$ cat config.mk
export PLATFORM = sky130hd
export DESIGN_NAME = command_line_tokenizer
export DESIGN_NICKNAME = d
export VERILOG_FILES = /design/src/hdl/clt_pkg.sv /design/src/hdl/clt_front.sv /design/src/hdl/clt_queue.sv /design/src/hdl/clt_back.sv /design/src/hdl/command_line_tokenizer.sv
export SDC_FILE = /design/constraint.sdc
export NUM_CORES = 1
export LEC_CHECK = 0
export BUFFER_PORTS_ARGS = -buffer_cell sky130_fd_sc_hd__buf_2
export CAP_MARGIN = 40
export CORE_MARGIN = 5
export CORE_UTILIZATION = 62
export DETAILED_ROUTE_END_ITERATION = 6
export PLACE_DENSITY = 0.91
export SLEW_MARGIN = 10
export SYNTH_ARGS = -nofsm -noshare
export SYNTH_HDL_FRONTEND = slang
export SYNTH_SLANG_ARGS = --single-unit
$ cat constraint.sdc
create_clock -name clock -period 8.9 [get_ports clock]
set_clock_uncertainty 0.15 [all_clocks]
set_input_delay 1.335 -clock clock [delete_from_list [all_inputs] [get_ports clock]]
set_output_delay 1.335 -clock clock [all_outputs]
set_load 0.01 [all_outputs]
$ cat src/hdl/clt_pkg.sv
// ----------------------------------------------------------------------------
// clt_pkg
// Shared types, constants and helpers of the command line tokenizer.
// ----------------------------------------------------------------------------
package clt_pkg;

   localparam int MAX_ARGS    = 16;
   localparam int CNT_W       = $clog2(MAX_ARGS + 1);
   localparam int MAX_RESULTS = 4;
   localparam int RES_IDX_W   = $clog2(MAX_RESULTS);
   localparam int RES_CNT_W   = $clog2(MAX_RESULTS + 1);
   localparam int QUEUE_DEPTH = 4;
   localparam int QPTR_W      = $clog2(QUEUE_DEPTH);
   localparam int QCNT_W      = $clog2(QUEUE_DEPTH + 1);

   localparam int CHAR_W      = 8;
   localparam int TOKEN_IDX_W = 4;
   localparam int ARG_COUNT_W = 5;

   localparam logic [CHAR_W-1:0] CH_SPACE  = 8'h20;
   localparam logic [CHAR_W-1:0] CH_TAB    = 8'h09;
   localparam logic [CHAR_W-1:0] CH_BSLASH = 8'h5C;
   localparam logic [CHAR_W-1:0] CH_QUOTE  = 8'h22;

   typedef enum logic [1:0] {
      KIND_BYTE = 2'd0,
      KIND_END  = 2'd1,
      KIND_DONE = 2'd2
   } kind_type;

   typedef enum logic [1:0] {
      STATUS_OK       = 2'd0,
      STATUS_UNTERM   = 2'd1,
      STATUS_TOO_MANY = 2'd2
   } status_type;

   typedef struct packed {
      kind_type                 kind;
      logic [CHAR_W-1:0]        token_byte;
      logic [TOKEN_IDX_W-1:0]   token_index;
      status_type               line_status;
      logic [ARG_COUNT_W-1:0]   arg_count;
   } rsp_item_type;

   // all results caused by one accepted item
   typedef struct packed {
      logic [RES_CNT_W-1:0]               n;
      rsp_item_type [MAX_RESULTS-1:0]     item;
   } pkt_type;

   typedef struct packed {
      logic full;
      logic empty;
   } qstat_type;

   function automatic rsp_item_type make_item(input kind_type        kind,
                                              input logic [CHAR_W-1:0] byte_v,
                                              input logic [CNT_W-1:0]  cnt,
                                              input status_type      status);
      rsp_item_type r;
      r.kind        = kind;
      r.token_byte  = byte_v;
      r.token_index = (kind == KIND_DONE) ? '0 : TOKEN_IDX_W'(cnt);
      r.line_status = status;
      r.arg_count   = (kind == KIND_DONE) ? ARG_COUNT_W'(cnt) : '0;
      return r;
   endfunction

endpackage

$ cat src/hdl/clt_front.sv
// ----------------------------------------------------------------------------
// clt_front
// Accepts characters, tracks scan state and builds the result packet per item.
// ----------------------------------------------------------------------------
module clt_front (
   input  logic                         clock,
   input  logic                         reset,
   input  logic                         push,
   input  logic                         full,
   input  logic [clt_pkg::CHAR_W-1:0]   char_in,
   input  logic                         line_end,
   output logic                         q_push,
   output clt_pkg::pkt_type             q_pkt
);
   import clt_pkg::*;

   typedef enum logic [1:0] {
      MODE_GAP    = 2'd0,
      MODE_TOKEN  = 2'd1,
      MODE_QUOTED = 2'd2
   } mode_type;

   mode_type              mode_ff, mode_in;
   logic                  bsp_ff, bsp_in;
   logic [CNT_W-1:0]      cnt_ff, cnt_in;
   logic                  err_ff, err_in;
   logic                  accept;
   pkt_type               pkt;

   assign accept = push && !full;

   always_comb begin
      logic                 ws;
      logic                 do_handle;
      logic                 go;
      logic [RES_CNT_W-1:0] slot;
      status_type           status;
      mode_in   = mode_ff;
      bsp_in    = bsp_ff;
      cnt_in    = cnt_ff;
      err_in    = err_ff;
      pkt       = '0;
      slot      = '0;
      status    = STATUS_OK;
      ws        = (char_in == CH_SPACE) || (char_in == CH_TAB);
      do_handle = 1'b0;
      go        = 1'b0;

      if (!err_ff) begin
         if (bsp_ff) begin
            bsp_in = 1'b0;
            if (char_in == CH_QUOTE) begin
               pkt.item[slot[RES_IDX_W-1:0]] = make_item(KIND_BYTE, CH_QUOTE, cnt_in, STATUS_OK);
               slot = slot + 1'b1;
            end else begin
               pkt.item[slot[RES_IDX_W-1:0]] = make_item(KIND_BYTE, CH_BSLASH, cnt_in, STATUS_OK);
               slot      = slot + 1'b1;
               do_handle = 1'b1;
            end
         end else begin
            do_handle = 1'b1;
         end
      end

      if (do_handle) begin
         go = 1'b1;
         if (mode_in == MODE_GAP) begin
            if (ws) begin
               go = 1'b0;
            end else if (cnt_in >= CNT_W'(MAX_ARGS)) begin
               err_in = 1'b1;
               go     = 1'b0;
            end else begin
               mode_in = MODE_TOKEN;
            end
         end
         if (go) begin
            if (char_in == CH_BSLASH) begin
               bsp_in = 1'b1;
            end else if (char_in == CH_QUOTE) begin
               mode_in = (mode_in == MODE_QUOTED) ? MODE_TOKEN : MODE_QUOTED;
            end else if (ws && mode_in == MODE_TOKEN) begin
               pkt.item[slot[RES_IDX_W-1:0]] = make_item(KIND_END, '0, cnt_in, STATUS_OK);
               slot    = slot + 1'b1;
               cnt_in  = cnt_in + 1'b1;
               mode_in = MODE_GAP;
            end else begin
               pkt.item[slot[RES_IDX_W-1:0]] = make_item(KIND_BYTE, char_in, cnt_in, STATUS_OK);
               slot = slot + 1'b1;
            end
         end
      end

      if (line_end) begin
         if (err_in) begin
            status = STATUS_TOO_MANY;
         end else begin
            if (bsp_in) begin
               pkt.item[slot[RES_IDX_W-1:0]] = make_item(KIND_BYTE, CH_BSLASH, cnt_in, STATUS_OK);
               slot = slot + 1'b1;
            end
            if (mode_in == MODE_QUOTED) begin
               status = STATUS_UNTERM;
            end else if (mode_in == MODE_TOKEN) begin
               pkt.item[slot[RES_IDX_W-1:0]] = make_item(KIND_END, '0, cnt_in, STATUS_OK);
               slot   = slot + 1'b1;
               cnt_in = cnt_in + 1'b1;
            end
         end
         pkt.item[slot[RES_IDX_W-1:0]] = make_item(KIND_DONE, '0, cnt_in, status);
         slot = slot + 1'b1;
         // start the next line clean
         mode_in = MODE_GAP;
         bsp_in  = 1'b0;
         cnt_in  = '0;
         err_in  = 1'b0;
      end
      pkt.n = slot;
   end

   assign q_push = accept && (pkt.n != '0);
   assign q_pkt  = pkt;

   always_ff @(posedge clock) begin
      if (reset) begin
         mode_ff <= MODE_GAP;
         bsp_ff  <= 1'b0;
         cnt_ff  <= '0;
         err_ff  <= 1'b0;
      end else if (accept) begin
         mode_ff <= mode_in;
         bsp_ff  <= bsp_in;
         cnt_ff  <= cnt_in;
         err_ff  <= err_in;
      end
   end

   a_cnt_bound: assert property (@(posedge clock) disable iff (reset)
      cnt_ff <= CNT_W'(MAX_ARGS))
      else $error("token count beyond limit");

   a_line_reset: assert property (@(posedge clock) disable iff (reset)
      (accept && line_end) |=> (mode_ff == MODE_GAP && cnt_ff == '0 && !err_ff && !bsp_ff))
      else $error("scan state not cleared after line end");

endmodule

$ cat src/hdl/clt_queue.sv
// ----------------------------------------------------------------------------
// clt_queue
// Short packet queue between the classifier and the result sequencer.
// ----------------------------------------------------------------------------
module clt_queue (
   input  logic                 clock,
   input  logic                 reset,
   input  logic                 wr_en,
   input  clt_pkg::pkt_type     wr_pkt,
   input  logic                 rd_en,
   output clt_pkg::pkt_type     rd_pkt,
   output clt_pkg::qstat_type   stat
);
   import clt_pkg::*;

   pkt_type             mem_ff [QUEUE_DEPTH];
   logic [QPTR_W-1:0]   wr_ptr_ff, wr_ptr_in;
   logic [QPTR_W-1:0]   rd_ptr_ff, rd_ptr_in;
   logic [QCNT_W-1:0]   count_ff, count_in;
   logic                do_wr, do_rd;

   assign stat.full  = (count_ff == QCNT_W'(QUEUE_DEPTH));
   assign stat.empty = (count_ff == '0);
   assign do_wr      = wr_en && !stat.full;
   assign do_rd      = rd_en && !stat.empty;
   assign rd_pkt     = mem_ff[rd_ptr_ff];

   always_comb begin
      wr_ptr_in = wr_ptr_ff;
      rd_ptr_in = rd_ptr_ff;
      count_in  = count_ff;
      if (do_wr) begin
         wr_ptr_in = (wr_ptr_ff == QPTR_W'(QUEUE_DEPTH - 1)) ? '0 : wr_ptr_ff + 1'b1;
      end
      if (do_rd) begin
         rd_ptr_in = (rd_ptr_ff == QPTR_W'(QUEUE_DEPTH - 1)) ? '0 : rd_ptr_ff + 1'b1;
      end
      if (do_wr && !do_rd) begin
         count_in = count_ff + 1'b1;
      end else if (do_rd && !do_wr) begin
         count_in = count_ff - 1'b1;
      end
   end

   always_ff @(posedge clock) begin
      if (reset) begin
         wr_ptr_ff <= '0;
         rd_ptr_ff <= '0;
         count_ff  <= '0;
      end else begin
         wr_ptr_ff <= wr_ptr_in;
         rd_ptr_ff <= rd_ptr_in;
         count_ff  <= count_in;
      end
   end

   always_ff @(posedge clock) begin
      if (do_wr) begin
         mem_ff[wr_ptr_ff] <= wr_pkt;
      end
   end

   a_count_bound: assert property (@(posedge clock) disable iff (reset)
      count_ff <= QCNT_W'(QUEUE_DEPTH))
      else $error("queue count beyond depth");

   a_no_lost_write: assert property (@(posedge clock) disable iff (reset)
      wr_en |-> !stat.full)
      else $error("packet pushed into full queue");

endmodule

$ cat src/hdl/clt_back.sv
// ----------------------------------------------------------------------------
// clt_back
// Result sequencer: presents the results of one packet, one per pop.
// ----------------------------------------------------------------------------
module clt_back (
   input  logic                              clock,
   input  logic                              reset,
   input  clt_pkg::qstat_type                q_stat,
   input  clt_pkg::pkt_type                  q_pkt,
   output logic                              q_pop,
   output logic                              empty,
   input  logic                              pop,
   output logic [1:0]                        rsp_kind,
   output logic [clt_pkg::CHAR_W-1:0]        rsp_token_byte,
   output logic [clt_pkg::TOKEN_IDX_W-1:0]   rsp_token_index,
   output logic [1:0]                        rsp_line_status,
   output logic [clt_pkg::ARG_COUNT_W-1:0]   rsp_arg_count,
   output logic                              rsp_last_result
);
   import clt_pkg::*;

   pkt_type                cur_ff, cur_in;
   logic [RES_IDX_W-1:0]   idx_ff, idx_in;
   logic                   busy_ff, busy_in;
   logic                   last;
   logic                   take_next;
   rsp_item_type           item;

   assign item      = cur_ff.item[idx_ff];
   assign last      = (RES_CNT_W'(idx_ff) == cur_ff.n - RES_CNT_W'(1));
   assign take_next = !busy_ff || (pop && last);
   assign q_pop     = take_next && !q_stat.empty;
   assign empty     = !busy_ff;

   always_comb begin
      cur_in  = cur_ff;
      idx_in  = idx_ff;
      busy_in = busy_ff;
      if (take_next) begin
         busy_in = !q_stat.empty;
         idx_in  = '0;
         if (q_pop) begin
            cur_in = q_pkt;
         end
      end else if (pop) begin
         // advance within the packet
         idx_in = idx_ff + 1'b1;
      end
   end

   always_ff @(posedge clock) begin
      if (reset) begin
         busy_ff <= 1'b0;
         idx_ff  <= '0;
      end else begin
         busy_ff <= busy_in;
         idx_ff  <= idx_in;
      end
   end

   always_ff @(posedge clock) begin
      cur_ff <= cur_in;
   end

   assign rsp_kind        = item.kind;
   assign rsp_token_byte  = item.token_byte;
   assign rsp_token_index = item.token_index;
   assign rsp_line_status = item.line_status;
   assign rsp_arg_count   = item.arg_count;
   assign rsp_last_result = last;

   a_busy_pkt: assert property (@(posedge clock) disable iff (reset)
      busy_ff |-> (cur_ff.n != '0 && RES_CNT_W'(idx_ff) < cur_ff.n))
      else $error("result index outside packet");

   a_hold: assert property (@(posedge clock) disable iff (reset)
      (busy_ff && !pop) |=> (busy_ff && $stable(idx_ff)))
      else $error("result moved without pop");

endmodule

$ cat src/hdl/command_line_tokenizer.sv
// ----------------------------------------------------------------------------
// command_line_tokenizer
// Splits a command line into tokens, one character per item.
// ----------------------------------------------------------------------------
// Path: an item's results go into the packet queue, then into the sequencer's
// packet register. Throughput: one item per cycle while the queue is not full
// and items cause at most one result; each result takes one pop.
// A four-entry packet queue between classifier and sequencer absorbs bursts.
// Reset is synchronous: it clears scan state, queue and output sequencer.
module command_line_tokenizer (
   input  logic                              clock,
   input  logic                              reset,
   input  logic                              push,
   output logic                              full,
   input  logic [clt_pkg::CHAR_W-1:0]        req_char_in,
   input  logic                              req_line_end,
   output logic                              empty,
   input  logic                              pop,
   output logic [1:0]                        rsp_kind,
   output logic [clt_pkg::CHAR_W-1:0]        rsp_token_byte,
   output logic [clt_pkg::TOKEN_IDX_W-1:0]   rsp_token_index,
   output logic [1:0]                        rsp_line_status,
   output logic [clt_pkg::ARG_COUNT_W-1:0]   rsp_arg_count,
   output logic                              rsp_last_result
);
   import clt_pkg::*;

   logic        q_push;
   logic        q_pop;
   pkt_type     wr_pkt;
   pkt_type     rd_pkt;
   qstat_type   q_stat;

   assign full = q_stat.full;

   clt_front u_front (
      .clock    (clock),
      .reset    (reset),
      .push     (push),
      .full     (q_stat.full),
      .char_in  (req_char_in),
      .line_end (req_line_end),
      .q_push   (q_push),
      .q_pkt    (wr_pkt)
   );

   clt_queue u_queue (
      .clock  (clock),
      .reset  (reset),
      .wr_en  (q_push),
      .wr_pkt (wr_pkt),
      .rd_en  (q_pop),
      .rd_pkt (rd_pkt),
      .stat   (q_stat)
   );

   clt_back u_back (
      .clock           (clock),
      .reset           (reset),
      .q_stat          (q_stat),
      .q_pkt           (rd_pkt),
      .q_pop           (q_pop),
      .empty           (empty),
      .pop             (pop),
      .rsp_kind        (rsp_kind),
      .rsp_token_byte  (rsp_token_byte),
      .rsp_token_index (rsp_token_index),
      .rsp_line_status (rsp_line_status),
      .rsp_arg_count   (rsp_arg_count),
      .rsp_last_result (rsp_last_result)
   );

endmodule

==> run metrics <==
Final Hold Vio Count=0; total grt overflow=0; CP cell instances=buf_2 -> nor4b_2 -> and2_0 -> inv_1 -> ha_1 -> a32o_2 -> ha_1 -> a21oi_1 -> inv_1 -> ha_1 -> a21oi_1 -> nor2_1 -> ha_1 -> inv_1 -> o211ai_1 -> a21oi_1 -> o21a_4 -> ha_1 -> inv_1 -> fa_1 -> xor2_1 -> or3_1 -> a21oi_1; H-Tree Depth=2; Setup Crit Path Kind=input pin to flop; routed vias/inst=6.64; overall routing resource usage=around 24%; worst setup path startpoint=req_char_in[0]; # diodes=0; commonest non-fill, non-tap cell in the layout=edfxtp_1; yosys warns=0; Switching Fraction=a little over a quarter; Post-Synth Adder-Cell Area=2.04%; R2R depth=22; Buf/Inv on CP=5; largest family of logic cells by synthesized area=multiplexers; CTS resizes=0; Max Cap Violations=0; routed via count=approximately 8,500; final cell count without fillers=~1,300; Reg2Reg Setup Slack=roughly 3.1 ns; Detailed Place HPWL=about 20,000 µm; initial core utilization=62.6%; Post-CTS Setup Bufs=0; Final setup viols=0; RSZ-0062 raised after global routing=no; compound-gate portion of the synthesized area=4.18%; Worst path depth=23; Worst path most repeated cell=ha_1; Die W=approximately 170 µm; Sum Neg Setup Slack=0 ns; ys async rst share=0%; initial antenna violation count=0; XOR/XNOR share of the synthesized area=less than 1%; period utilization=about three quarters; CP Capture Point=u_queue.count_ff[2]; vias in the first global route=~8,700; final instance area=between 15,000 and 20,000 µm²; overall routed net length=between 30,000 and 40,000 µm; status=finished, final reports clean; Final Slew Violations=0; delay of the slowest critical-path stage=about 0.52 ns; Antenna Nets Post-Route=0; commonest non-fill, non-tap cells in the layout=365 x edfxtp_1, 86 x mux4_2, 73 x nor2_1, 39 x clkbuf_16, 36 x buf_2; port bufs=36; CTS Sinks=roughly 380; CP endpoint kind=flop; Avg Cell Area, Syn=between 15 and 20 µm²; Final min period=6.64 ns; drt pass-1 iters=7; Num CTS Buffers=37; CP max-delay cell=nor4b_2; GPL Wtd Cong=between 0.8 and 0.9; NumNets Final=954; Yosys reg bits=about 380; P_leak=about 5.9 nW; worst flop-to-flop path startpoint=u_front.err_ff; worst hold slack=about 0.37 ns; fraction of layout instances using a drive strength above 1=around 23%; Iter 0 DRT Violations=1,264; Switch Pwr=between 1 and 1.5 mW; internal power=around 3.8 mW; global-route wire length before repair=around 52,000 µm; # hold bufs at CTS=0; Reg-to-Reg End=u_queue.count_ff[2]; clk_lat worst skew=between 0.5 and 0.6 ns; Peak supply drop=0.217 mV; Fmax=approximately 150 MHz; leading post-synthesis cells by cell area=edfxtp_1 70%, mux4_2 12%, dfxtp_1 2.4%; simple logic cell fraction of the synthesized area=between 5 and 6%; Max-slew headroom=47.6%; Netlist cell types=just under 70; maximum clock path buffer count=3; Hold WC Path Type=flop to flop; die footprint=between 20,000 and 30,000 µm²; Max Fanout on Critical Path=7; CTS clk-pin slew, worst paths=roughly 0.060 ns; PnR Total Power=~5 mW; Top FF cell, synth=edfxtp_1; startpoint types=input pin; mapped cell area=around 16,000 µm²; Post-DP Area=about 16,000 µm²; IO Pins=37; Die Span Y=roughly 170 µm; largest net degree at the start of global routing=63; Post-Synthesis Cells=~860; Yosys top cell area share=a little over two thirds; clock share of power=29.7%; Post-synth EDFFs=between 300 and 400; root buffer cell=clkbuf_16; sequential share of power=approximately half; P&R area growth vs syn=12.0%; Yosys top cell by area=edfxtp_1; Worst Path Required=a little over 9 ns; Core Region=~25,000 µm²; FP Rows=58; Tightest Pin Transition=0.780 ns; power per cell area=between 200 and 300 nW/µm²; delay-heaviest family, CP=adder cells; CTS tree=built; Comb power frac=20.7%; CP arrival=approximately 6.9 ns; syn nets=approximately 900; portion of netlist area occupied by mux cells=a little over an eighth; routed len/inst=between 20 and 30 µm; post-placement cell count=1,207; sequential cell area fraction in the yosys report=72.4%; # DRC=0
## power by group through the flow
stage / Clock [mW] / Combinational [mW] / Sequential [mW]
2_1_floorplan: 0 / 0.751 / 2.51
3_3_place_gp: 0 / 0.958 / 2.54
3_5_place_dp: 0 / 1.05 / 2.56
4_1_cts: 1.53 / 1.07 / 2.53
5_1_grt: 1.62 / 1.13 / 2.56
6_report: 1.52 / 1.06 / 2.53
## layer usage
| metal | global-route usage (%) | routed length, µm | vias up |
|---|---|---|---|
| met1 | 34.4 | 12700 | 4276 |
| met4 | 7.00 | 949 | 0 |
| met5 | 0 | 0 | - |
| li1 | - | - | 3535 |
| met3 | 3.90 | 3010 | 91 |
| met2 | 39.6 | 17100 | 564 |
## worst reg2reg max path, delay by kind of cell (launching register included)
| kind | cells | cell delay (ns) |
|---|---|---|
| adder cells (fa/ha/maj) | 6 | 1.84 |
| AND/OR/NAND/NOR | 3 | 0.66 |
| XOR/XNOR | 1 | 0.18 |
| flip-flops | 1 | 0.56 |
| buffers and inverters | 5 | 0.71 |
| AO/OA/AOI/OAI | 7 | 1.66 |
## cells by family (layout without fill, tap and decap cells)
logic type | count (synthesis) | after routing
AOI/OAI and AO/OA | 93 | 93
adders and majority gates | 25 | 25
buffers and inverters | 65 | 149
and+or+nand+nor | 181 | 181
muxes | 97 | 97
DFF | 384 | 384
xor gates and xnor gates | 16 | 16
## state kept, by name, indices dropped and copies added (netlist names)
signal / cells
u_front.cnt_ff: 5
u_queue.mem_ff: 292
u_back.idx_ff: 2
u_queue.count_ff: 3
u_front.bsp_ff: 1
u_queue.wr_ptr_ff: 2
u_back.cur_ff: 73
u_front.mode_ff: 2
u_queue.rd_ptr_ff: 2
u_front.err_ff: 1
u_back.busy_ff: 1
## area by class of cell
| cell class | instances | area (µm²) |
|---|---|---|
| Inverter | 30 | 113 |
| Sequential cell | 384 | 11300 |
| Clock inverter | 22 | 160 |
| Timing Repair Buffer | 51 | 425 |
| Tap cell | 330 | 413 |
| Multi-Input combinational cell | 412 | 4100 |
| Clock buffer | 46 | 1000 |
| Fill cell | 1428 | 7480 |
## cell usage after synthesis (3+ instances only)
cell      instances
o211ai_1          7
clkbuf_1         22
o21ai_0          14
nand3_1          12
xor2_1            7
nand2_1          27
edfxtp_1        365
a21o_1            4
nor3_1           16
buf_1            10
nor2b_1           4
mux4_2           86
nor2_1           73
and2_1            4
o22ai_1           3
dfxtp_1          19
ha_1             24
nand4_1           4
a22oi_1           7
a31oi_1           3
nand2b_1          6
inv_1            29
mux2i_1          10
nor3b_1           3
or3_1             6
a21oi_1          33
and3_1            3
and2_2            5
xnor2_1           9
## worst min path at each step
stage                                    start                   end  depth (start not counted)
after floorplan                 u_back.busy_ff        u_back.busy_ff                          2
after global placement     u_queue.count_ff[2]   u_queue.count_ff[2]                          2
after detailed placement  u_queue.wr_ptr_ff[1]  u_queue.wr_ptr_ff[1]                          2
after CTS                 u_queue.wr_ptr_ff[1]  u_queue.wr_ptr_ff[1]                          2
after global routing      u_queue.wr_ptr_ff[1]  u_queue.wr_ptr_ff[1]                          2
final                     u_queue.wr_ptr_ff[1]  u_queue.wr_ptr_ff[1]                          2
## metrics by stage
step | setup WS (ns) | util [%]
after floorplan | 2.01 | -
after global placement | 1.97 | 64.8
after detailed placement | 1.89 | 65.5
after CTS | 2.38 | 70.1
after global routing | 1.90 | 70.1
final | 2.26 | 70.1
Note: power is estimated with default switching activity, not from simulation.
